===== config.mk =====
export PLATFORM = sky130hd
export DESIGN_NAME = nametbl_cell
export DESIGN_NICKNAME = d
export VERILOG_FILES = /design/src/hdl/assert_macros.svh /design/src/hdl/nametbl_pkg.sv /design/src/hdl/nametbl_cell.sv
export SDC_FILE = /design/constraint.sdc
export NUM_CORES = 1
export LEC_CHECK = 0
export BUFFER_PORTS_ARGS = -buffer_cell sky130_fd_sc_hd__buf_2
export CAP_MARGIN = 20
export CELL_PAD_IN_SITES_DETAIL_PLACEMENT = 1
export CELL_PAD_IN_SITES_GLOBAL_PLACEMENT = 2
export CORE_ASPECT_RATIO = 0.8
export CORE_MARGIN = 2
export CORE_UTILIZATION = 25
export DETAILED_ROUTE_END_ITERATION = 10
export PLACE_DENSITY = 0.73
export SYNTH_ARGS = -nofsm -noshare
export SYNTH_HDL_FRONTEND = slang
export SYNTH_SLANG_ARGS = --single-unit
export TNS_END_PERCENT = 100

===== constraint.sdc =====
create_clock -name clk -period 3.2 [get_ports clk]
set_input_delay 0.48 -clock clk [delete_from_list [all_inputs] [get_ports clk]]
set_output_delay 0.48 -clock clk [all_outputs]
set_load 0.01 [all_outputs]

===== src/hdl/assert_macros.svh =====
// Assertion helpers for the name table core.
`ifndef ASSERT_MACROS_SVH
`define ASSERT_MACROS_SVH

// Same-cycle implication, disabled during reset.
`define ASSERT_IMPL(label, clk, rst, ante, cons) \
  label: assert property (@(posedge clk) disable iff (rst) (ante) |-> (cons)) \
    else $error("assertion failed");

// Next-cycle implication, disabled during reset.
`define ASSERT_NEXT(label, clk, rst, ante, cons) \
  label: assert property (@(posedge clk) disable iff (rst) (ante) |=> (cons)) \
    else $error("assertion failed");

`endif


===== src/hdl/nametbl_pkg.sv =====
// ----------------------------------------------------------------------------
// nametbl_pkg
// Types and codes shared by the name table core and its cells.
// ----------------------------------------------------------------------------
package nametbl_pkg;

  localparam int KEY_FULL_W = 64;
  localparam int ID_W       = 6;

  // request codes
  localparam logic [1:0] CMD_REGISTER = 2'd0;
  localparam logic [1:0] CMD_LOOKUP   = 2'd1;

  // response codes
  localparam logic [1:0] ST_ACK      = 2'd0;
  localparam logic [1:0] ST_FOUND    = 2'd1;
  localparam logic [1:0] ST_NOTFOUND = 2'd2;
  localparam logic [1:0] ST_BAD      = 2'd3;

  typedef struct packed {
    logic [1:0]            cmd;
    logic [KEY_FULL_W-1:0] name_key;
    logic [ID_W-1:0]       src_id;
  } req_t;

  typedef struct packed {
    logic [1:0]      status;
    logic [ID_W-1:0] task_id;
  } rsp_t;

  // request token walking down the cell chain
  typedef struct packed {
    logic            active;  // token present in this stage
    logic [1:0]      cmd;
    logic            drop;    // register on a full table: no response
    logic            hit;     // register: key matched; lookup: found
    logic            append;  // register: key appended at the count slot
    logic [ID_W-1:0] id;      // register: source id; lookup: found id
  } tok_t;

endpackage


===== src/hdl/nametbl_cell.sv =====
// ----------------------------------------------------------------------------
// nametbl_cell
// One table slot plus one stage of the request chain.
// ----------------------------------------------------------------------------
module nametbl_cell
  import nametbl_pkg::*;
#(
  parameter int KEY_W = 64,
  parameter int CNT_W = 6
) (
  input  logic             clk,
  input  logic             rst,
  input  logic             advance,
  input  logic [CNT_W-1:0] slot,
  input  logic [CNT_W-1:0] count,
  input  tok_t             up_tok,
  input  logic [KEY_W-1:0] up_key,
  output tok_t             dn_tok,
  output logic [KEY_W-1:0] dn_key
);

  logic [KEY_W-1:0] entry_name;
  logic [ID_W-1:0]  entry_id;
  logic             match;
  logic             do_update;
  logic             do_append;
  tok_t             dn_tok_next;

  assign match = (slot < count) && (entry_name == up_key);

  always_comb begin
    dn_tok_next = up_tok;
    do_update   = 1'b0;
    do_append   = 1'b0;
    if (up_tok.active && !up_tok.drop) begin
      if (up_tok.cmd == CMD_REGISTER) begin
        if (match) begin
          do_update       = 1'b1;
          dn_tok_next.hit = 1'b1;
        end
        // all live slots sit ahead of the count slot, so hit is final here
        if ((slot == count) && !up_tok.hit) begin
          do_append          = 1'b1;
          dn_tok_next.append = 1'b1;
        end
      end else if (up_tok.cmd == CMD_LOOKUP) begin
        if (match && !up_tok.hit) begin
          dn_tok_next.hit = 1'b1;
          dn_tok_next.id  = entry_id;
        end
      end
    end
  end

  always_ff @(posedge clk) begin
    if (rst) begin
      dn_tok.active <= 1'b0;
    end else if (advance) begin
      dn_tok <= dn_tok_next;
    end
  end

  always_ff @(posedge clk) begin
    if (advance) begin
      dn_key <= up_key;
      if (do_append) begin
        entry_name <= up_key;
      end
      if (do_update || do_append) begin
        entry_id <= up_tok.id;
      end
    end
  end

endmodule


Yosys cells after proc, flatten, opt, wreduce, memory -nomap -nowiden:

Cells that the tools add are included.

* bitwise logic cells: 1
* equal/unequal tests: 3
* multiplexer cells: 16
* reduce and logical (&&, ||, !) cells: 11
* order comparisons: 1

Operator list (number)
* 64-bit == test: 1
* 6-bit two-way mux: 3
* 1-bit two-way mux: 12
* 8-bit two-way mux: 1
* 6-bit == test: 1
* 6-bit < comparator: 1
* 2-bit AND reduction: 3
* 1-bit logical AND: 4
* 2-bit by 1-bit == test with 1-bit output, second input constant: 1
* 1-bit zero test: 2
* 2-bit zero test: 1
* 1-bit logical OR: 1
* 1-bit inverter: 1

* input port bits: 91
* register bits after elaboration: 146
* word-level logic and storage cells: 41

Longest topological paths before layout:

Gate-level depths: netlist (run 1).

* depth in word-level cells: 7
* depth in mapped cells: 8
* depth with buffers taken out: 8

Worst setup path after synthesis (run 1):

OpenSTA, ideal clock, no wires.

* path kind: input to register
* start point: input port count[5]
* end point: register entry_name[0] (enable)
* path slack: 0.081 ns
* library setup time: 0.429 ns
* stages on the path: 5
* data required time: 2.771 ns
* arrival time: 2.691 ns
* path buffers: 0
* cells stage by stage: inv_1 ha_1 nand4b_1 nor3_1 and2_1

* cells in the longest elaborated chain, start to end: 6

RTL lines
* from (decl): line nametbl_cell.sv:15 `input logic [CNT_W-1:0] count,`
* 6-bit == test: line nametbl_cell.sv:42 `if ((slot == count) && !up_tok.hit) begin`
* 1-bit logical AND: line nametbl_cell.sv:42
* 1-bit two-way mux: line nametbl_cell.sv:42
* 1-bit two-way mux: line nametbl_cell.sv:36 `if (up_tok.cmd == CMD_REGISTER) begin`
* 1-bit two-way mux: line nametbl_cell.sv:35 `if (up_tok.active && !up_tok.drop) begin`
* 2-bit AND reduction (no source line)
* to (signal assigned): line nametbl_cell.sv:67 `entry_name <= up_key;`
* to (decl): line nametbl_cell.sv:22 `logic [KEY_W-1:0] entry_name;`

Every way passes these cells.
A chain may end at the register's enable or synchronous reset.

Worst setup path in the final report (run 1):

* start point: register entry_name[61]
* end point: register entry_id[0] (enable)

* cells in the longest elaborated chain, start to end: 7

RTL lines
* 64-bit == test: line nametbl_cell.sv:29 `assign match = (slot < count) && (entry_name == up_key);`
* 1-bit logical AND: line nametbl_cell.sv:29
* 1-bit two-way mux: line nametbl_cell.sv:37 `if (match) begin`
* 1-bit two-way mux: line nametbl_cell.sv:36
* 1-bit two-way mux: line nametbl_cell.sv:35
* 1-bit logical OR: line nametbl_cell.sv:69 `if (do_update || do_append) begin`
* 2-bit AND reduction (no source line)
* to (signal assigned): line nametbl_cell.sv:70 `entry_id <= up_tok.id;`
* to (decl): line nametbl_cell.sv:23 `logic [ID_W-1:0] entry_id;`

Every way passes these cells.

==> results.txt, run 1 <==
----------------------------------------------------
[CTS]
  Clk sink count ... around 150
  Clock buffer count from CTS ... 17
  CTS-repair resized insts ... 0
  Source-to-sink clock delay at the later pin of the worst-skew pair ... ~0.42 ns
  Max Buffers Root-to-Sink ... 2
  Clock tree from TritonCTS ... built
  # hold bufs at CTS ... 0
  Post-CTS Repair Setup Buffers ... 0
  Clock tree root buffer cell ... clkbuf_16
  H-tree Lvls ... 4
  Clock slew at reported path FFs ... about 0.060 ns

[GRT]
  Remaining Overflow, GRT ... 0
  Antenna violations before repair ... 0
  Pin count of the biggest net entering global routing ... 61
  Number of global-route vias before repair ... 3300
  Total routing usage reported by global routing ... 0.114
  Wire length of the first global-routing pass ... slightly below 20 mm

[Setup path]
  Type of origin of the critical path ... flop
  Largest fanout of any net on the critical path ... 6
  Slack of the worst reg-to-reg path ... 0.58 ns
  Maximum cell stage delay along the critical path ... 0.48 ns
  R2r worst-path depth ... 6
  Crit path max-delay family ... simple AND/OR/NAND/NOR gates
  Sequence of cells on the critical path ... xor2_1 > nor4_1 > nand4_1 > nor4_4 > a31oi_1 > nor2b_1
  Crit Reg-Reg Startpoint ... entry_name[61]
  Required time of the worst setup path ... 3.26 ns
  Number of buffer and inverter instances along the worst setup path ... 0
  Master of the slowest instance on the critical path ... nor4_4
  Critical path capture point type ... flop
  Endpoint of the lowest-slack register-to-register path ... entry_id[0]
  Arrival time at the worst endpoint ... 2.68 ns
  Worst Setup Path Type ... reg -> reg

[Drt]
  Highest layer used for signal routing ... met4
  Number of iterations in the first detailed-routing pass ... 4
  Via count ... slightly above 3k
  Overall routed net length ... 12.5 mm
  Residual DRC ... 0
  Detailed-route wire length on metal 1 ... 5.65 mm
  Initial DRC Count ... ~150
  Wire length on met2 ... 5.91 mm
  Final ANT Viol Nets ... 0
  Routed wire length per instance ... ~17 um
  Average vias per placed instance ... 4.07
  Met3 wire length ... 785 um

[Pwr]
  Leakage power ... between 2 and 3 nW
  Net switching fraction of the power ... 0.215
  Worst vdd ir ... 0.000298 V
  Internal power ... between 3 and 4 mW
  Psw ... 0.992 mW
  Combinational fraction of design power ... 0.064
  Register share of total power ... 0.478
  PD cells ... 635 nW/um2
  Power share of the clock group ... 0.458

[Hold path]
  Worst min-delay path endpoint ... dn_tok[11]
  Type of the most critical hold path ... in -> reg
  Startpoint of the tightest hold check path ... rst
  Worst Hold Depth ... 2

[Timing]
  Share of the clock period used by the worst path ... 0.818
  Setup TNS ... 0 ns
  Pin slew with the least headroom to its limit ... 0.804 ns
  Achievable frequency ... 382 MHz
  Worst slew margin relative to its limit ... 0.464
  Tmin final ... 2.62 ns
  Setup repair after global routing missed its margin ... false
  Clock Skew ... between 0.009 and 0.01 ns
  Number of setup violations in the final report ... 0
  Total count of max-transition violations in the final report ... 0
  Final hold viol count ... 0

[Job]
  Number of max-cap violations ... 0

[Placement]
  Number of buffers added on ports ... 166
  Post-detail-place hpwl ... 9.30 mm
  Final weighted congestion in routability-driven placement ... around 0.71

[Floorplanning]
  Chip Width ... 168 um
  Die span in y ... 135 um
  Io pins ... ~170
  Core Rows ... 48
  Die ar. ... 22800 um2
  Starting Density ... 0.252
  Core Area ... 21400 um2

[Finish]
  Layout cells sized above 1 ... 0.447
  Commonest cells after routing, fill and taps aside ... buf_2, edfxtp_1, xor2_1
  Most common library cell in the layout ignoring fill and taps ... buf_2
  Sequential cell area in the final layout ... 4370 um2
  Area of the multi-input gates ... 992 um2
  Layout-stage area growth over the synthesis result ... 34.6%
  Post-layout util ... 0.340
  FILL cells ... 2236
  Number of nets in the layout ... 560
  Antenna diode count ... 0

[Synthesis]
  Number of nets in the synthesized netlist ... between 300 and 400
  Number of register bits inferred by synthesis ... 146
  Library cells used by synthesis ... 29
  Sequential element share of the synthesized area ... 0.810
  Mapped Avg Cell Area ... 19.8 um2
  Syn Std Cell Area ... 5400 um2
  Count of mapped cells out of synthesis ... 272
  Yosys warning count ... 0

[Outcome]
  Run status ... completed

----------------------------------------------------
==> through the flow <==
step	instance area, um2	worst slack [ns]	std cells	total power [mW]	hold WS [ns]
after CTS	7270	0.492	751	4.69	0.219
after detailed placement	6640	0.193	719	2.55	0.493
after global placement	6640	0.232	719	2.54	0.477
after floorplan	5400	0.0806	272	2.34	0.525
final	7270	0.584	751	4.62	0.242
after global routing	7270	0.313	751	4.79	0.234
==> final cells by class <==
type / count / area share
Clock buffer: 17 / 0.0586
Clock inverter: 15 / 0.0282
Inverter: 9 / 0.00465
Multi-Input combinational cell: 117 / 0.137
Sequential cell: 146 / 0.602
Tap cell: 275 / 0.0474
Timing Repair Buffer: 172 / 0.123
==> layer usage <==
metal  vias to the layer above  track usage
met5                         -            0
met3                        14       0.0403
li1                       1431            -
met1                      1494        0.144
met4                         0       0.0426
met2                       116        0.183
==> cell usage after synthesis <==
cell	count	area, um2
or3b_1	1	8.76
dfxtp_1	1	20.0
mux2_2	6	67.6
nor4_4	1	21.3
or2_2	1	6.26
inv_1	9	33.8
nand3_1	1	5.00
nand4b_1	1	8.76
xor2_1	56	490
ha_1	6	75.1
or4_1	1	7.51
a31oi_1	1	6.26
nor2_1	1	3.75
o21ai_1	1	5.00
a21oi_1	2	10.0
nor4_1	13	81.3
nand4b_4	1	23.8
and2_1	1	6.26
nor2b_1	2	12.5
a311oi_1	1	8.76
mux2i_1	1	10.0
o21ai_0	1	5.00
a21o_1	1	7.51
a221oi_1	1	8.76
xnor2_1	7	61.3
edfxtp_1	145	4350
nor3_1	2	10.0
nand4_1	5	31.3
nand2_1	2	7.51
==> state kept, by name, summed over array words and instances, names as in the netlist <==
name,cells
dn_key,64
entry_name,64
dn_tok,12
entry_id,6
==> worst reg2reg max path, stage by stage, from the launching register on <==
cell	delay [ns]
edfxtp_1	0.38
xor2_1	0.15
nor4_1	0.39
nand4_1	0.29
nor4_4	0.48
a31oi_1	0.14
nor2b_1	0.43
==> power groups by stage <==
stage / logic (mW) / clock network (mW) / registers, mW
finish: 0.295 / 2.11 / 2.21
global route: 0.323 / 2.25 / 2.21
detailed placement: 0.302 / 0 / 2.25
floorplan: 0.0531 / 0 / 2.29
global placement: 0.295 / 0 / 2.24
CTS: 0.304 / 2.18 / 2.21
==> worst max-delay path by stage <==
stage	start	to	slack (ns)	cells after the start
3_5_place_dp	up_tok[10]	entry_id[0]	0.19	7
2_1_floorplan	count[5]	entry_name[0]	0.08	5
3_3_place_gp	up_tok[10]	entry_id[5]	0.23	7
4_1_cts	entry_name[61]	entry_id[5]	0.49	6
6_report	entry_name[61]	entry_id[0]	0.58	6
5_1_grt	entry_name[40]	entry_id[1]	0.31	6
==> kinds of logic after synthesis <==
family,Yosys count,share of synthesized area
flops,146,0.810
xor+xnor,63,0.102
buf+inv,9,0.00626
fa+ha+maj,6,0.0139
simple gates,33,0.0433
compound gates,8,0.00950
mux,7,0.0144
(Power assumes the default switching activity.)
==> run 2, diff against run 1 <==
==> constraint.sdc (replaced) <==
create_clock -name clk -period 2.1 [get_ports clk]
set_input_delay 0.315 -clock clk [delete_from_list [all_inputs] [get_ports clk]]
set_output_delay 0.315 -clock clk [all_outputs]
set_load 0.01 [all_outputs]
==> run 2 against run 1 <==
Compared with the run above: the flow now finishes with violations (negative setup slack); design area increased by 5.0%; die area unchanged; cell count grew 6.1%; critical path depth increased by 1; clock skew fell by 0.0048 ns; non-clock buffer count increased by 48; first-iteration DRC count fell by 20%; count of clock-buffer cells in the layout grew 1; core utilization rose by 1.7 points; largest power group unchanged; worst hold slack worse by 0.16 ns; largest cell class unchanged; total power is 43% higher.
==> results.txt, run 2 (synthesis gave the netlist of run 1 again) <==
----------------------------------------------------
[Timing]
  Final hold viol count ... 0
  Number of setup violations in the final report ... 12
  Pin slew with the least headroom to its limit ... 0.389 ns
  Achievable frequency ... 418 MHz
  Tmin final ... 2.39 ns
  Share of the clock period used by the worst path ... 1.14
  Hold_ws ... 0.0795 ns
  Post-route setup slack ... -0.291 ns
  Clock Skew ... roughly 0.0047 ns
  Worst slew margin relative to its limit ... 0.738
  Setup repair after global routing missed its margin ... true
  Total count of max-transition violations in the final report ... 0

[Setup path]
  Endpoint of the lowest-slack register-to-register path ... dn_tok[1]
  Crit Reg-Reg Startpoint ... entry_name[56]
  Type of origin of the critical path ... flop
  Required time of the worst setup path ... 2.26 ns
  Slack of the worst reg-to-reg path ... -0.29 ns
  Worst Setup Path Type ... reg -> reg
  R2r worst-path depth ... 7
  Largest fanout of any net on the critical path ... 6
  Critical path capture point type ... flop
  Start point of the critical path ... entry_name[56]
  Arrival time at the worst endpoint ... 2.55 ns
  Critical path destination ... dn_tok[1]

[Floorplanning]
  Io pins ... 167
  Core Area ... 21400 um2
  Starting Density ... 0.252
  Die ar. ... 22800 um2
  Chip Width ... approximately 170 um
  Core Rows ... 48
  Die span in y ... about 140 um

[Finish]
  Registers with the most flip-flops ... dn_key (64), entry_name (64), dn_tok (12)
  Most common library cell in the layout ignoring fill and taps ... buf_2
  Number of nets in the layout ... 608
  Commonest cells after routing, fill and taps aside ... buf_2, edfxtp_1, xor2_1
  Finished layout cell area ... 7630 um2
  Layout-stage area growth over the synthesis result ... 41.3%
  Layout cells sized above 1 ... 0.510
  Non-filler instance count after layout ... about 800
  Antenna diode count ... 0

[Placement]
  Number of buffers added on ports ... roughly 170
  Post-detail-place hpwl ... 9.87 mm
  Total placed instance area ... ~7000 um2
  Total placed cells including tap cells ... 764
  Final weighted congestion in routability-driven placement ... 0.743

[GRT]
  Antenna violations before repair ... 1
  Total routing usage reported by global routing ... 0.120
  Pin count of the biggest net entering global routing ... 38
  Wire length of the first global-routing pass ... 20.4 mm
  Number of global-route vias before repair ... ~3.5k
  Remaining Overflow, GRT ... 0

[Outcome]
  Violated checks ... negative setup slack
  Run status ... finished with violations

[CTS]
  Max Buffers Root-to-Sink ... 2
  Clock tree from TritonCTS ... built
  Clock buffer count from CTS ... 17
  # hold bufs at CTS ... 0
  Source-to-sink clock delay at the later pin of the worst-skew pair ... 0.41 ns
  H-tree Lvls ... 4
  Clock tree root buffer cell ... clkbuf_16
  Clk sink count ... 146
  Clock slew at reported path FFs ... 0.06 ns

[Drt]
  Number of iterations in the first detailed-routing pass ... 4
  Initial DRC Count ... between 100 and 150
  Overall routed net length ... 13.3 mm
  Final ANT Viol Nets ... 0
  Routed wire length per instance ... between 15 and 20 um
  Via count ... about 3.3k
  Average vias per placed instance ... 4.09
  Residual DRC ... 0

[Job]
  Number of max-cap violations ... 0

[Pwr]
  Power Total ... 6.61 mW
  Leakage power ... 3.04 nW
  Worst vdd ir ... 0.000548 V
  PD cells ... 867 nW/um2

[Hold path]
  Type of the most critical hold path ... in -> reg

----------------------------------------------------
-- run 2: cell count changes in the layout (fill, tap and decap cells not counted), sizes merged --
| cell | change |
|---|---|
| buf | +48 |
| inv | -4 |
| clkinv | +5 |
| bufinv | -3 |
| clkbuf | +1 |
| clkinvlp | -1 |
-- run 2: how the worst min path moves through the flow --
stage	endpoint	cells past startpoint	startpoint	slack [ns]
global route	dn_tok[10]	1	up_tok[10]	0.08
global placement	dn_tok[11]	2	dn_tok[11]	0.48
finish	dn_tok[11]	2	rst	0.08
floorplan	dn_tok[11]	1	rst	0.39
CTS	dn_tok[11]	2	rst	0.06
detailed placement	dn_tok[11]	2	dn_tok[11]	0.50
-- run 2: per-stage QoR --
stage	util	setup TNS, ns	worst slack [ns]
after floorplan	-	0	0.0273
after global placement	0.328	-5.39	-0.460
after detailed placement	0.328	-5.83	-0.501
after CTS	0.355	-3.02	-0.305
after global routing	0.357	-4.06	-0.395
final	0.357	-2.75	-0.291
-- run 2: timing repair --
action	CTS	global route
buffers inserted	3	0
gates resized for setup	5	6
pin swaps	4	5
setup endpoints to repair	12	12
-- run 2: worst max-delay path: stages (launching register included) --
cell	delay, ns
edfxtp_1	0.42
xnor2_2	0.14
nand2_1	0.12
or4_4	0.52
nor4_4	0.25
buf_4	0.17
nand4b_4	0.17
mux2_4	0.34
-- run 2: layout make-up --
type,instances,area (um2)
Fill cell,2232,13800
Sequential cell,146,4370
Timing Repair Buffer,220,1290
Multi-Input combinational cell,117,1060
Clock buffer,18,429
Tap cell,275,344
Clock inverter,12,95.1
Inverter,9,33.8
-- run 2: routing by layer --
layer / track usage / vias to the layer above / part of all wire
met5: 0 / - / 0.00090
met4: 0.0359 / 2 / 0.011
met3: 0.0394 / 12 / 0.054
met2: 0.199 / 101 / 0.50
met1: 0.152 / 1615 / 0.44
li1: - / 1526 / -
-- run 2: power by group --
group | leakage (nW) | switching [mW] | internal [mW] | total [mW]
sequential | 1.37 | 0.0342 | 3.33 | 3.37
combinational | 1.43 | 0.279 | 0.242 | 0.521
clock | 0.248 | 1.13 | 1.59 | 2.72
==> run 3, diff against run 2 <==
--- a/config.mk
+++ b/config.mk
@@ -5,15 +5,14 @@
 export SDC_FILE = /design/constraint.sdc
 export NUM_CORES = 1
 export LEC_CHECK = 0
-export BUFFER_PORTS_ARGS = -buffer_cell sky130_fd_sc_hd__buf_2
 export CAP_MARGIN = 20
 export CELL_PAD_IN_SITES_DETAIL_PLACEMENT = 1
 export CELL_PAD_IN_SITES_GLOBAL_PLACEMENT = 2
 export CORE_ASPECT_RATIO = 0.8
-export CORE_MARGIN = 2
 export CORE_UTILIZATION = 25
 export DETAILED_ROUTE_END_ITERATION = 10
-export PLACE_DENSITY = 0.73
+export DONT_BUFFER_PORTS = 1
+export PLACE_DENSITY = 0.63
 export SYNTH_ARGS = -nofsm -noshare
 export SYNTH_HDL_FRONTEND = slang
 export SYNTH_SLANG_ARGS = --single-unit
==> run 3 against run 2 <==
Compared with the run above: the flow finishes with violations (design-rule violations, negative setup slack); critical path depth increased by 1; clock skew increased by 0.0052 ns; core utilization decreased by 0.82 points; first-iteration DRC count increased by 2.5%; register-to-register slack about the same; die area decreased by 2.6%; total power increased by 1.0%; clock power increased by 8.5%; worst setup slack improved by 0.013 ns; cell count decreased by 16%; largest power group unchanged.
==> results.txt, run 3 (synthesis gave the netlist of run 1 again) <==
----------------------------------------------------
[Floorplanning]
  Die ar. ... about 22000 um2
  Core Area ... between 20000 and 25000 um2
  Io pins ... 167
  Chip Width ... 166 um
  Die span in y ... 133 um
  Core Rows ... 47
  Starting Density ... 0.258

[GRT]
  Pin count of the biggest net entering global routing ... 37
  Total routing usage reported by global routing ... 0.124
  Remaining Overflow, GRT ... 0
  Number of global-route vias before repair ... 3115
  Wire length of the first global-routing pass ... roughly 20 mm
  Antenna violations before repair ... 0

[Drt]
  Number of iterations in the first detailed-routing pass ... 10
  Initial DRC Count ... ~120
  Average vias per placed instance ... 4.23
  Via count ... 2823
  Overall routed net length ... ~13 mm
  Final ANT Viol Nets ... 0
  Routed wire length per instance ... 19.7 um
  Residual DRC ... 10

[CTS]
  Clock slew at reported path FFs ... 0.06 ns
  Clk sink count ... 146
  Clock buffer count from CTS ... 17
  Source-to-sink clock delay at the later pin of the worst-skew pair ... between 0.4 and 0.5 ns
  Clock tree from TritonCTS ... built
  Clock tree root buffer cell ... clkbuf_16
  Max Buffers Root-to-Sink ... 2
  H-tree Lvls ... 4

[Finish]
  Commonest cells after routing, fill and taps aside ... edfxtp_1, dlygate4sd3_1, xor2_1
  Non-filler instance count after layout ... about 670
  Most common library cell in the layout ignoring fill and taps ... edfxtp_1
  FILL cells ... 2095
  Layout cells sized above 1 ... 0.160
  Post-layout util ... 0.349
  Area of the multi-input gates ... 1030 um2
  Layout-stage area growth over the synthesis result ... 35.2%
  Antenna diode count ... 0
  Sequential cell area in the final layout ... 4370 um2
  Finished layout cell area ... 7300 um2
  Registers with the most flip-flops ... dn_key (64), entry_name (64), dn_tok (12)
  Number of nets in the layout ... approximately 480

[Placement]
  Total placed cells including tap cells ... 559
  Final weighted congestion in routability-driven placement ... 0.685
  Post-detail-place hpwl ... 7.91 mm
  Number of buffers added on ports ... 0
  Total placed instance area ... between 5000 and 6000 um2
  Pre-CTS setup slack ... -0.461 ns

[Setup path]
  Critical path destination ... dn_tok[4]
  Slack of the worst reg-to-reg path ... -0.28 ns
  Arrival time at the worst endpoint ... 2.54 ns
  Endpoint of the lowest-slack register-to-register path ... dn_tok[4]
  Start point of the critical path ... entry_name[1]
  Crit Reg-Reg Startpoint ... entry_name[1]
  Worst Setup Path Type ... reg -> reg
  Critical path capture point type ... flop
  R2r worst-path depth ... 8
  Type of origin of the critical path ... flop
  Required time of the worst setup path ... 2.26 ns
  Largest fanout of any net on the critical path ... 6

[Timing]
  Pin slew with the least headroom to its limit ... 0.353 ns
  Post-route setup slack ... -0.278 ns
  Clock Skew ... roughly 0.0099 ns
  Tmin final ... approximately 2.4 ns
  Setup repair after global routing missed its margin ... true
  Worst slew margin relative to its limit ... 0.763
  Hold_ws ... 0.0340 ns
  Final hold viol count ... 0
  Achievable frequency ... 421 MHz
  Total count of max-transition violations in the final report ... 0
  Setup TNS ... -2.98 ns
  Number of setup violations in the final report ... 12
  Share of the clock period used by the worst path ... 1.13

[Outcome]
  Run status ... finished with violations
  Violated checks ... design-rule violations, negative setup slack

[Hold path]
  Type of the most critical hold path ... in -> reg

[Pwr]
  PD cells ... between 900 and 1000 nW/um2
  Power Total ... about 6.7 mW
  Leakage power ... around 2.5 nW
  Worst vdd ir ... 0.000389 V

[Job]
  Number of max-cap violations ... 0

----------------------------------------------------
run 3: layout make-up:
cell class	count	area share
inverters	9	0.00463
multi-input cells	117	0.141
clock buffers	17	0.0583
well taps	269	0.0461
flip-flops and latches	146	0.599
repair buffers	95	0.131
clock inverters	15	0.0195
run 3: how the worst min path moves through the flow:
stage	start	endpoint	slack [ns]	cells past startpoint
after floorplan	rst	dn_tok[11]	0.39	1
after global placement	rst	dn_tok[11]	0.39	1
after detailed placement	rst	dn_tok[11]	0.39	1
after CTS	advance	dn_key[32]	0.004	0
after global routing	advance	dn_key[25]	-0.006	0
final	advance	dn_key[25]	0.03	0
run 3: critical path, cell delays in order, from the launching register on:
cell and delay, ns:
edfxtp_1 0.41, xor2_2 0.18, nor4_4 0.32, buf_4 0.16, nand4_1 0.09, buf_4 0.18, nor4_4 0.26, nand4b_4 0.20
mux2_2 0.31
run 3: metal layers:
layer / global-route usage / wire, um / up-vias
met5: 0 / 0 / -
met1: 0.152 / 5820 / 1416
met2: 0.199 / 6250 / 112
li1: - / - / 1280
met3: 0.0466 / 934 / 15
met4: 0.0478 / 180 / 0
run 3: power by group:
part           switching (mW)  internal (mW)
Combinational           0.116          0.163
Clock                    1.22           1.74
Sequential              0.106           3.34
Total                    1.44           5.24
run 3: repair_timing:
action	4_1_cts	5_1_grt
endpoints found under the setup margin	12	12
buffers inserted	1	0
pin swaps	5	1
hold buffers	75	1
endpoints found under the hold margin	171	2
resized for setup	2	3
